$ cat src/sv/qrom_pkg.sv
`timescale 1ns / 1ps

package qrom_pkg;

    localparam int unsigned OP_W    = 1;
    localparam int unsigned QUEUE_W = 6;
    localparam int unsigned COUNT_W = 7;
    localparam int unsigned CHAN_W  = 12;
    localparam int unsigned ENTRY_W = CHAN_W + 1;
    // Wide enough for first_queue + queue_count and for table sizes up to 8191 entries.
    localparam int unsigned SUM_W   = 13;

    localparam logic [OP_W-1:0] OP_CLAIM = 1'b0;
    localparam logic [OP_W-1:0] OP_FREE  = 1'b1;

    localparam logic STATUS_OK   = 1'b0;
    localparam logic STATUS_FAIL = 1'b1;

    typedef enum logic [5:0] {
        S_CLEAR  = 6'b000001,
        S_IDLE   = 6'b000010,
        S_CHECK  = 6'b000100,
        S_WRITE  = 6'b001000,
        S_FREE   = 6'b010000,
        S_RESULT = 6'b100000
    } t_state;

endpackage

$ cat src/sv/queue_range_owner_map_top.sv
`timescale 1ns / 1ps

// A claim reads its range and writes it with its channel if no entry there is owned; a claim
// that fails on count or bounds goes straight to the result, one that hits an owned entry
// stops there. A free reads every entry and clears each one that its channel owns. One item
// is in work at a time; the single table memory is read every cycle and written in some.
// Reset starts a clearing pass that frees every entry; no item is accepted until it ends.
module queue_range_owner_map_top #(
    parameter int unsigned FUNCTIONS           = 8,
    parameter int unsigned QUEUES_PER_FUNCTION = 8
) (
    input  logic                          i_clk,
    input  logic                          i_rst_n,
    input  logic                          i_valid,
    output logic                          o_stall,
    input  logic [qrom_pkg::OP_W-1:0]     i_opcode,
    input  logic [qrom_pkg::QUEUE_W-1:0]  i_first_queue,
    input  logic [qrom_pkg::COUNT_W-1:0]  i_queue_count,
    input  logic [qrom_pkg::CHAN_W-1:0]   i_channel_id,
    output logic                          o_valid,
    input  logic                          i_stall,
    output logic                          o_status
);
    import qrom_pkg::*;

    localparam int unsigned QUEUES = FUNCTIONS * QUEUES_PER_FUNCTION;
    localparam int unsigned QW     = (QUEUES > 1) ? $clog2(QUEUES) : 1;
    localparam int unsigned LW     = $clog2(QUEUES + 1);

    logic [ENTRY_W-1:0] r_mem [QUEUES];
    logic [ENTRY_W-1:0] r_rd_data;

    t_state              r_state,   n_state;
    logic [QW-1:0]       r_addr,    n_addr;
    logic [QW-1:0]       r_pa,      n_pa;
    logic [LW-1:0]       r_left,    n_left;
    logic [QW-1:0]       r_base,    n_base;
    logic [LW-1:0]       r_count,   n_count;
    logic [CHAN_W-1:0]   r_chan,    n_chan;
    logic                r_pv,      n_pv;
    logic                r_hit,     n_hit;
    logic                r_res,     n_res;
    logic                r_ovalid,  n_ovalid;
    logic                r_status,  n_status;

    logic                we;
    logic [QW-1:0]       wa;
    logic [ENTRY_W-1:0]  wd;
    logic                accept;
    logic                out_free;
    logic                match;
    logic [SUM_W-1:0]    range_end;

    assign accept    = i_valid && !o_stall;
    assign out_free  = !r_ovalid || !i_stall;
    assign match     = (r_rd_data == {1'b1, r_chan});
    assign range_end = SUM_W'(i_first_queue) + SUM_W'(i_queue_count);

    assign o_stall  = (r_state != S_IDLE);
    assign o_valid  = r_ovalid;
    assign o_status = r_status;

    always_comb begin
        n_state  = r_state;
        n_addr   = r_addr;
        n_pa     = r_pa;
        n_left   = r_left;
        n_base   = r_base;
        n_count  = r_count;
        n_chan   = r_chan;
        n_pv     = 1'b0;
        n_hit    = r_hit;
        n_res    = r_res;
        n_ovalid = r_ovalid && i_stall;
        n_status = r_status;
        we       = 1'b0;
        wa       = r_addr;
        wd       = '0;

        case (r_state)
            S_CLEAR: begin
                we     = 1'b1;
                n_addr = r_addr + 1'b1;
                if (r_addr == QW'(QUEUES - 1)) begin
                    n_addr  = '0;
                    n_state = S_IDLE;
                end
            end
            S_IDLE: begin
                if (accept) begin
                    n_chan = i_channel_id;
                    if (i_opcode == OP_FREE) begin
                        n_addr  = '0;
                        n_left  = LW'(QUEUES);
                        n_hit   = 1'b0;
                        n_state = S_FREE;
                    end else if (i_queue_count == '0 || range_end > SUM_W'(QUEUES)) begin
                        n_res   = STATUS_FAIL;
                        n_state = S_RESULT;
                    end else begin
                        n_addr  = QW'(i_first_queue);
                        n_base  = QW'(i_first_queue);
                        n_left  = LW'(i_queue_count);
                        n_count = LW'(i_queue_count);
                        n_state = S_CHECK;
                    end
                end
            end
            S_CHECK: begin
                // Reads go out one per cycle; each entry is checked when its data returns.
                if (r_left != '0) begin
                    n_addr = r_addr + 1'b1;
                    n_left = r_left - 1'b1;
                    n_pv   = 1'b1;
                end
                if (r_pv && r_rd_data[ENTRY_W-1]) begin
                    n_pv    = 1'b0;
                    n_res   = STATUS_FAIL;
                    n_state = S_RESULT;
                end else if (r_left == '0) begin
                    n_addr  = r_base;
                    n_left  = r_count;
                    n_state = S_WRITE;
                end
            end
            S_WRITE: begin
                we     = 1'b1;
                wd     = {1'b1, r_chan};
                n_addr = r_addr + 1'b1;
                n_left = r_left - 1'b1;
                if (r_left == LW'(1)) begin
                    n_res   = STATUS_OK;
                    n_state = S_RESULT;
                end
            end
            S_FREE: begin
                // The entry read last cycle is cleared, if it matches the channel, while the next one is read.
                if (r_left != '0) begin
                    n_addr = r_addr + 1'b1;
                    n_left = r_left - 1'b1;
                    n_pa   = r_addr;
                    n_pv   = 1'b1;
                end
                if (r_pv && match) begin
                    we    = 1'b1;
                    wa    = r_pa;
                    n_hit = 1'b1;
                end
                if (r_left == '0) begin
                    n_pv    = 1'b0;
                    n_res   = (r_hit || (r_pv && match)) ? STATUS_OK : STATUS_FAIL;
                    n_state = S_RESULT;
                end
            end
            S_RESULT: begin
                if (out_free) begin
                    n_ovalid = 1'b1;
                    n_status = r_res;
                    n_state  = S_IDLE;
                end
            end
            default: begin
                n_state = S_IDLE;
            end
        endcase
    end

    always_ff @(posedge i_clk) begin
        if (!i_rst_n) begin
            r_state  <= S_CLEAR;
            r_addr   <= '0;
            r_left   <= '0;
            r_pv     <= 1'b0;
            r_hit    <= 1'b0;
            r_ovalid <= 1'b0;
        end else begin
            r_state  <= n_state;
            r_addr   <= n_addr;
            r_left   <= n_left;
            r_pv     <= n_pv;
            r_hit    <= n_hit;
            r_ovalid <= n_ovalid;
        end
    end

    always_ff @(posedge i_clk) begin
        r_pa     <= n_pa;
        r_base   <= n_base;
        r_count  <= n_count;
        r_chan   <= n_chan;
        r_res    <= n_res;
        r_status <= n_status;
    end

    always_ff @(posedge i_clk) begin
        if (we) begin
            r_mem[wa] <= wd;
        end
        r_rd_data <= r_mem[r_addr];
    end

endmodule
$ cat config.mk
export PLATFORM = sky130hd
export DESIGN_NAME = queue_range_owner_map_top
export DESIGN_NICKNAME = d
export VERILOG_FILES = /design/src/sv/qrom_pkg.sv /design/src/sv/queue_range_owner_map_top.sv
export SDC_FILE = /design/constraint.sdc
export NUM_CORES = 1
export LEC_CHECK = 0
export BUFFER_PORTS_ARGS = -buffer_cell sky130_fd_sc_hd__buf_2
export CAP_MARGIN = 10
export CORE_ASPECT_RATIO = 0.9
export CORE_MARGIN = 3
export CORE_UTILIZATION = 35
export DETAILED_ROUTE_END_ITERATION = 12
export GPL_ROUTABILITY_DRIVEN = 1
export PLACE_DENSITY_LB_ADDON = 0.12
export SYNTH_ARGS = -nofsm -noshare
export SYNTH_HDL_FRONTEND = slang
export SYNTH_SLANG_ARGS = --single-unit
$ cat constraint.sdc
create_clock -name i_clk -period 10.43 [get_ports i_clk]
set_clock_uncertainty 0.05 [all_clocks]
set_input_delay 2.086 -clock i_clk [delete_from_list [all_inputs] [get_ports i_clk]]
set_output_delay 2.086 -clock i_clk [all_outputs]
set_load 0.005 [all_outputs]
[Word level (Yosys, flattened, before mapping)]
Memory sizes are Yosys's and may differ from the RTL's. A register that Yosys moved wholly into a read port is not among the register bits.
Cells that the tools add are included.
Widths: inputs -> output; s select.
Storage, ports and cells
  bits in registers: 55
  memory bits (writable): 832
  output and inout bits: 3
  memories: 1
Memory list
  r_mem: depth 64, bits a word 13, read ports 1, clocked after Yosys merged registers in 1, wr ports 1, RTL line queue_range_owner_map_top.sv:30  | logic [ENTRY_W-1:0] r_mem [QUEUES];
Operators by class
  add/sub/neg operators: 3
  order comparisons: 1
  eq/ne operators: 22
  muxes and demuxes: 50
  bitwise logic cells: 2
  reduce and logical (&&, ||, !) cells: 26
Operators with widths (count)
  $mux 6: 18
  $mux 7: 6
  $pmux 6 s6: 1
  $pmux 6 s5: 1
  $pmux 7 s4: 1
  $ne 2x2->1 const B: 10
  $mux 1: 18
  $logic_not 7->1: 2
  $eq 13x13->1: 1
  $mux 13: 1
  $eq 6x6->1 const B: 2
  $add 6x7->8: 1
  $gt 8x7->1 const B: 1
  $reduce_and 4->1: 2
  $eq 7x1->1 const B: 1
  $reduce_and 7->1: 1
  $reduce_bool 7->1: 1
  $sub 7x1->7 const B: 1
  $add 6x1->6 const B: 1
  $eq 6x1->1 const B: 1
  $eq 6x2->1 const B: 1
  $eq 6x3->1 const B: 1
  $eq 6x4->1 const B: 1
  $eq 6x5->1 const B: 1
  15 further kinds: 29

[Logic depth before layout (Yosys ltp)]
Gate-level depths: netlist of run 1.
  word-level depth: 7
  gate-level depth with buffers: 11
  gate-level depth less buffers: 10

[Worst setup path after synthesis of run 1]
No wires, ideal clock.
  kind: input to register
  start point: input i_first_queue[0] in the netlist's numbering
  end point: register r_base[0] (enable)
  setup time: 0.361 ns
  arrival: 4.231 ns
  path slack: 5.788 ns
  stages on the path: 9
  cell sequence: ha_1 inv_1 fa_1 inv_1 a2111oi_0 o21ai_0 o311a_1 a211oi_1 and3_1
On the way
  cells in the longest elaborated chain, start to end: 5
Ends and longest elaborated chain
  start: declaration: RTL line queue_range_owner_map_top.sv:17  | input logic [qrom_pkg::QUEUE_W-1:0] i_first_queue,
  $add 6x7->8: RTL line queue_range_owner_map_top.sv:57  | assign range_end = SUM_W'(i_first_queue) + SUM_W'(i_queue_count);
  $gt 8x7->1: RTL line queue_range_owner_map_top.sv:97  | end else if (i_queue_count == '0 || range_end > SUM_W'(QUEUES)) begin
  $logic_or 1x1->1: RTL line queue_range_owner_map_top.sv:97
  $not 1->1 (no source line)
  $reduce_and 4->1 (no source line)
  end signal: assignment: RTL line queue_range_owner_map_top.sv:188  | r_base <= n_base;
  end: declaration: RTL line queue_range_owner_map_top.sv:37  | logic [QW-1:0] r_base, n_base;
No other way between the ends.
A chain may end at the register's enable or synchronous reset.

[Final worst setup path of run 1]
  start point: input i_queue_count[0] in the netlist's numbering
  end point: register r_count[4] (enable)
On the way
  cells in the longest elaborated chain, start to end: 5
  elaborated cells on any way between the ends: 6
  classes of those cells: add/sub (1); order compare (1); bitwise (1); reduce/logical (3)
Ends and longest elaborated chain
  start: declaration: RTL line queue_range_owner_map_top.sv:18  | input logic [qrom_pkg::COUNT_W-1:0] i_queue_count,
  $add 6x7->8: RTL line queue_range_owner_map_top.sv:57
  $gt 8x7->1: RTL line queue_range_owner_map_top.sv:97
  $logic_or 1x1->1 *: RTL line queue_range_owner_map_top.sv:97
  $not 1->1 (no source line) *
  $reduce_and 4->1 (no source line) *
  end signal: assignment: RTL line queue_range_owner_map_top.sv:189  | r_count <= n_count;
  end: declaration: RTL line queue_range_owner_map_top.sv:38  | logic [LW-1:0] r_count, n_count;
Mark *: on every way between the ends. The rest lies on a longest branch, timed or not.

==> impl_results.md, run 1 <==
* Status: finished, final reports clean
* Row count at between 100 and 150
* Placer Congestion at between 0.7 and 0.8
* Critical path type: input port to register
* Most frequent cell after synthesis: edfxtp_1
* Source of the worst hold timing path: r_res$_DFFE_PP_
* Crit-path max FO at 13
* EDFF count, synth at 865
* Routed via count at 16955
* Hold Path Stages at 0
* Synth Warn # at 0
* Post-synth top area share at between 70% and 80%
* Max VDD drop at approximately 0.14 mV
* Initial antenna violation count at 7
* Post-synth cell types at 64
* Final nets at 1797
* DP Cell Count at approximately 3000
* Yosys top cell by area: edfxtp_1
* Reg-to-Reg Start: r_chan[7]$_DFFE_PP_
* Async set-reset flop share out of synthesis at 0%
* Synth Flop Type: edfxtp_1
* Layout area overhead at 14.8%
* Ports at 33
* Buffers added on ports at 32
* Largest net degree at the start of global routing at ~130
* Net Count, Synth at between 1500 and 2000
* Worst skew pair latency at 650 ps
* P_leak at approximately 14 nW
* Max clock buf depth at 3
* Vias in the first global route at around 17000
* Drt first pass iters at 5
* Worst hold-check path type: register to register
* RSZ-0062 raised after global routing: no
* Hold_buf cts at 0
* Syn_area_per_cell at 21.8 um^2
* CTS Buf Count at 94
* FF+latch count, synth at 900
* Final instance area at approximately 40000 um^2
* Register area share after synthesis at about three quarters
* Dpl hpwl at about 53000 um
* Critical Path RT at approximately 11000 ps
* Vias per inst at between 5 and 6
* Final Cycle Share at around 46%
* Root Buffer Master: clkbuf_16
* Synth top area cells: edfxtp_1 (73%), mux4_2 (17%), dfxtp_1 (2.0%), nor2_1 (0.83%), nor3_1 (0.49%)
* Flop2flop setup slack at 6180 ps
* Fillers at 8958
* Initial core utilization at 35.3%
* Gr usage total at between 10% and 20%
* Commonest cells post-synth: edfxtp_1 (865), mux4_2 (273), nor2_1 (78)
* Synth Instances at ~1600
* Capturing point of the worst reg2reg path: r_mem[62][10]$_DFFE_PP_
* Slew HR at between 15 and 20%
* Final WL at roughly 91000 um
* F_max at roughly 210 MHz
* Remaining antenna violation count at 0
* Die width at 341 um
* Residual DRC at 0
* DP Area at approximately 38000 um^2
* 1st-iter DRT viols at approximately 1400
* Htree depth at 3
* Layout cell share with drive strength beyond 1 at a little under a third
* First-pass GRT wire length at roughly 130000 um
* Core ar. at between 100000 and 150000 um^2
* Setup crit end kind: register
* R2R cell count at 9
* Clk slew on worst S/H paths at 60 ps
* Wire per inst at 28.5 um
* CP startpoint kind: input port
* WHS Endpoint: o_status$_DFFE_PP_
* Worst-margin pin slew at about 1200 ps
* Minimum clock period at between 4000 and 5000 ps
* Clk sinks at 900
* Power Density at 213 nW/um^2
* Final Max Slew Viols at 0
* Final hold violation count at 0
* GRT overflow at 0
* WP data arrival at approximately 5000 ps
* CTS tree: done
* Post-CTS setup buffer count at 0
* Syn Std Cell Area at between 30000 and 40000 um^2
* Finish-stage setup viols at 0
* Post-route insts no fill at 3179
* Max-cap violations at 0
* Setup TNS Final at 0 ps
* Post-cts sizing count at 0
* Die H at around 300 um
* Die ar. at around 110000 um^2
## flip-flops by register name, summed over array words and instances (netlist names)
register	count
r_mem	832
r_addr	6
r_chan	12
r_base	6
r_res	1
r_hit	1
r_rd_data	13
o_valid	1
r_state	6
r_left	7
r_pa	6
r_pv	1
r_count	7
o_status	1
## cells in the final DEF (no fill, tap or decap), types with 5 or more instances in the layout
cell / count
nor2b_1: 5
clkbuf_16: 98
mux4_2: 273
nor3_2: 18
inv_1: 13
a21oi_1: 17
or4_1: 5
o21ai_0: 11
edfxtp_1: 865
nand4_1: 5
nor3_1: 14
clkinv_1: 21
and2_2: 12
a211oi_1: 8
a31oi_1: 14
a22oi_1: 6
buf_4: 82
nand3_1: 10
buf_2: 32
clkinv_2: 10
clkbuf_1: 34
nor2_1: 77
nand2_1: 26
bufinv_16: 5
and2_1: 6
nor4_1: 7
nand2b_1: 7
or2_2: 9
ha_1: 9
dfxtp_1: 31
xnor2_1: 15
## critical path, stage by stage
cell and delay [ps]:
buf_2 130, ha_1 180, inv_1 50, fa_1 480, inv_1 40, a2111oi_0 440
o21ai_0 230, o311a_1 330, a211oi_1 360, and3_1 660
## layout make-up
type	count	area [um^2]	share of cell area [%]
Sequential cell	900	26700	65.6
Multi-Input combinational cell	629	8460	20.8
Clock buffer	134	2610	6.41
Tap cell	1344	1680	4.14
Timing Repair Buffer	117	836	2.06
Clock inverter	38	320	0.788
Inverter	15	56.3	0.138
Antenna cell	2	5.00	0.0123
## cells by family after synthesis
logic type	synth area share (%)
and+or+nand+nor	3.21
DFF	75.3
muxes	17.5
xor gates and xnor gates	0.470
AOI/OAI and AO/OA	1.91
buffers and inverters	1.24
adders and majority gates	0.374
## worst max path at each step
stage | from | endpoint | slack (ps) | cells past startpoint
2_1_floorplan | i_first_queue[0] | r_base[0]$_DFFE_PP_ | 5790 | 9
3_3_place_gp | i_first_queue[0] | r_base[1]$_DFFE_PP_ | 5200 | 10
3_5_place_dp | i_queue_count[0] | r_base[3]$_DFFE_PP_ | 5050 | 10
4_1_cts | i_queue_count[0] | r_count[4]$_DFFE_PP_ | 5770 | 10
5_1_grt | i_queue_count[0] | r_base[4]$_DFFE_PP_ | 5610 | 10
6_report | i_queue_count[0] | r_count[4]$_DFFE_PP_ | 5660 | 10
## report_power, final
part           internal, mW  switching, mW  leakage [nW]
Combinational         0.629          0.689          2.95
Clock                  1.86           1.35          1.42
Sequential             4.02          0.106          9.23
## layer usage
metal / GRT usage (%) / share of wire, % / vias up
met5: 0 / 0.030 / -
met4: 4.01 / 1.9 / 4
met3: 2.73 / 4.3 / 115
met2: 27.8 / 48 / 384
met1: 25.2 / 46 / 9290
li1: - / - / 7162
## stage by stage
stage	worst slack [ps]	total power, mW	util, %	hold WS (ps)
after floorplan	5790	5.07	-	350
after global placement	5200	5.56	37.7	416
after detailed placement	5050	5.56	37.7	424
after CTS	5770	8.79	40.6	438
after global routing	5610	8.99	40.6	442
final	5660	8.65	40.6	434
Note: power is estimated with default switching activity, not from simulation.
==> run 2, diff against run 1 <==
==> constraint.sdc (replaced) <==
create_clock -name i_clk -period 4.01 [get_ports i_clk]
set_clock_uncertainty 0.05 [all_clocks]
set_input_delay 0.802 -clock i_clk [delete_from_list [all_inputs] [get_ports i_clk]]
set_output_delay 0.802 -clock i_clk [all_outputs]
set_load 0.005 [all_outputs]
==> run 2 against run 1 <==
Against the previous run:
- cell count rose by 1.4%
- sequential share of layout area fell by 0.84 points
- first-iteration DRC count rose by 9.1%
- register-to-register slack got worse by 5600 ps
- combinational power rose to 2.7 times the previous value
- utilization rose by 0.52 points
- global-route usage rose by 0.23 points
- via count rose by 0.91%
- total power rose to 2.7 times the previous value
- clock-buffer cell count fell by 23
- sequential power rose to 2.6 times the previous value
- critical path depth did not move
==> impl_results.md, run 2 (synthesis gave the netlist of run 1 again) <==
* 1st-iter DRT viols at 1563 (was 1432)
* Initial antenna violation count at 11 (was 7)
* Dpl hpwl at 55200 um (was 53400 um)
* Commonest cells after routing, fill and taps aside: edfxtp_1 (865), mux4_2 (273), buf_4 (114) (was edfxtp_1 (865), mux4_2 (273), clkbuf_16 (98))
* Most common cell after layout, fill and taps aside: edfxtp_1 (unchanged)
* Critical path type: register to register (was input port to register)
* Final Max Slew Viols at 0 (unchanged)
* Max clock buf depth at 3 (unchanged)
* Top reg by flops: r_mem (unchanged)
* Layout cell share with drive strength beyond 1 at 33.0% (was 30.8%)
* Setup crit end kind: register (unchanged)
* Die width at 341 um (unchanged)
* Max-cap violations at 0 (unchanged)
* P_leak at 13.9 nW (was 13.6 nW)
* Buffers added on ports at 32 (unchanged)
* Final hold violation count at 0 (unchanged)
* Gr usage total at 17.6% (was 17.4%)
* Layout area overhead at 16.3% (was 14.8%)
* Ports at 33 (unchanged)
* Htree depth at 3 (unchanged)
* Final nets at 1837 (was 1797)
* Hold_buf cts at 0 (unchanged)
* DP Cell Count at 3043 (was 3005)
* Post-route insts no fill at 3222 (was 3179)
* Largest regs: r_mem x832, r_rd_data x13, r_chan x12 (unchanged)
* Drt first pass iters at 7 (was 5)
* Root Buffer Master: clkbuf_16 (unchanged)
* Setup TNS Final at 0 ps (unchanged)
* Row count at 110 (unchanged)
* Power Density at 561 nW/um^2 (was 213 nW/um^2)
* Worst skew pair latency at 660 ps (was 650 ps)
* Residual DRC at 0 (unchanged)
* Clk slew on worst S/H paths at 60 ps (about the same)
* Final WL at 91400 um (was 90500 um)
* Clk sinks at 900 (unchanged)
* Crit-path max FO at 25 (was 13)
* Vias in the first global route at 17833 (was 17473)
* Minimum clock period at ~3400 ps
* GRT overflow at 0 (unchanged)
* CP startpoint kind: register (was input port)
* Final Cycle Share at a little over four fifths
* Fillers at 8869 (was 8958)
* Post-CTS setup buffer count at 0 (unchanged)
* WP data arrival at 3710 ps (was 4990 ps)
* F_max at slightly below 300 MHz
* Max VDD drop at 0.336 mV (was 0.139 mV)
* Worst-margin pin slew at 1170 ps (was 1250 ps)
* Die H at 308 um (unchanged)
* RSZ-0062 raised after global routing: no (unchanged)
* Slew HR at 21.6% (was 16.4%)
* Placer Congestion at 0.791 (was 0.793)
* First-pass GRT wire length at 132000 um (was 131000 um)
* Core ar. at 100000 um^2 (unchanged)
* Largest net degree at the start of global routing at 63 (was 133)
* CTS Buf Count at 96 (was 94)
* Initial core utilization at 35.3% (unchanged)
* CTS tree: done (unchanged)
* Worst hold-check path type: input port to register (was register to register)
* Max FFs per register at 832 (unchanged)
* Remaining antenna violation count at 0 (unchanged)
* Die ar. at 105000 um^2 (unchanged)
* Critical Path RT at 4330 ps (was 10650 ps)
* Wire per inst at 28.4 um (was 28.5 um)
* Vias per inst at 5.31 (was 5.33)
* Finish-stage setup viols at 0 (unchanged)
* Status: finished, final reports clean (unchanged)
* Routed via count at 17109 (was 16955)
* Post-cts sizing count at 0 (unchanged)
run 2: path summary, 6_finish.rpt:
| check | startpoint | end | slack, ps | depth (start not counted) |
|---|---|---|---|---|
| worst min register to register | r_res$_DFFE_PP_ | o_status$_DFFE_PP_ | 410 | 0 |
| worst max register to register | r_chan[7]$_DFFE_PP_ | r_mem[61][7]$_DFFE_PP_ | 620 | 10 |
| worst max-delay path | r_chan[7]$_DFFE_PP_ | r_mem[61][7]$_DFFE_PP_ | 620 | 10 |
| worst min-delay path | i_channel_id[10] | r_chan[10]$_DFFE_PP_ | 270 | 1 |
run 2: power by group:
part           switching (mW)  internal [mW]  total (mW)
Combinational            1.77           1.74        3.50
Clock                    3.63           5.19        8.82
Sequential              0.320           10.4        10.8
run 2: worst max-delay path, cell delays in order (launching register included):
cell	delay, ps
edfxtp_1	390
xnor2_1	160
nand4_1	250
nor4_1	300
buf_4	170
and2_1	190
buf_4	290
nor2_1	100
a31oi_2	820
nor3_2	90
buf_4	270
run 2: layout make-up:
type | count | area (um^2) | area share (%)
Sequential cell | 900 | 26700 | 64.8
Multi-Input combinational cell | 629 | 8440 | 20.5
Clock buffer | 111 | 2480 | 6.02
Tap cell | 1344 | 1680 | 4.08
Timing Repair Buffer | 155 | 1200 | 2.90
Clock inverter | 64 | 626 | 1.52
Inverter | 15 | 56.3 | 0.137
Antenna cell | 4 | 10.0 | 0.0243
run 2: layer usage:
| layer | up-vias | wire length, um | GRT usage (%) |
|---|---|---|---|
| li1 | 7245 | - | - |
| met1 | 9232 | 41300 | 25.2 |
| met2 | 491 | 42400 | 27.2 |
| met3 | 137 | 5710 | 4.35 |
| met4 | 4 | 2070 | 4.42 |
| met5 | - | 29 | 0 |
run 2: through the flow:
| step | util, % | area, um^2 | power, mW | worst slack [ps] | hold slack (ps) |
|---|---|---|---|---|---|
| final | 41.1 | 41200 | 23.1 | 620 | 275 |
| after global placement | 38.0 | 38100 | 14.5 | 439 | 392 |
| after detailed placement | 38.0 | 38100 | 14.5 | 504 | 392 |
| after global routing | 41.1 | 41200 | 24.0 | 435 | 233 |
| after floorplan | - | 35400 | 13.2 | 407 | 350 |
| after CTS | 41.1 | 41200 | 23.4 | 618 | 222 |
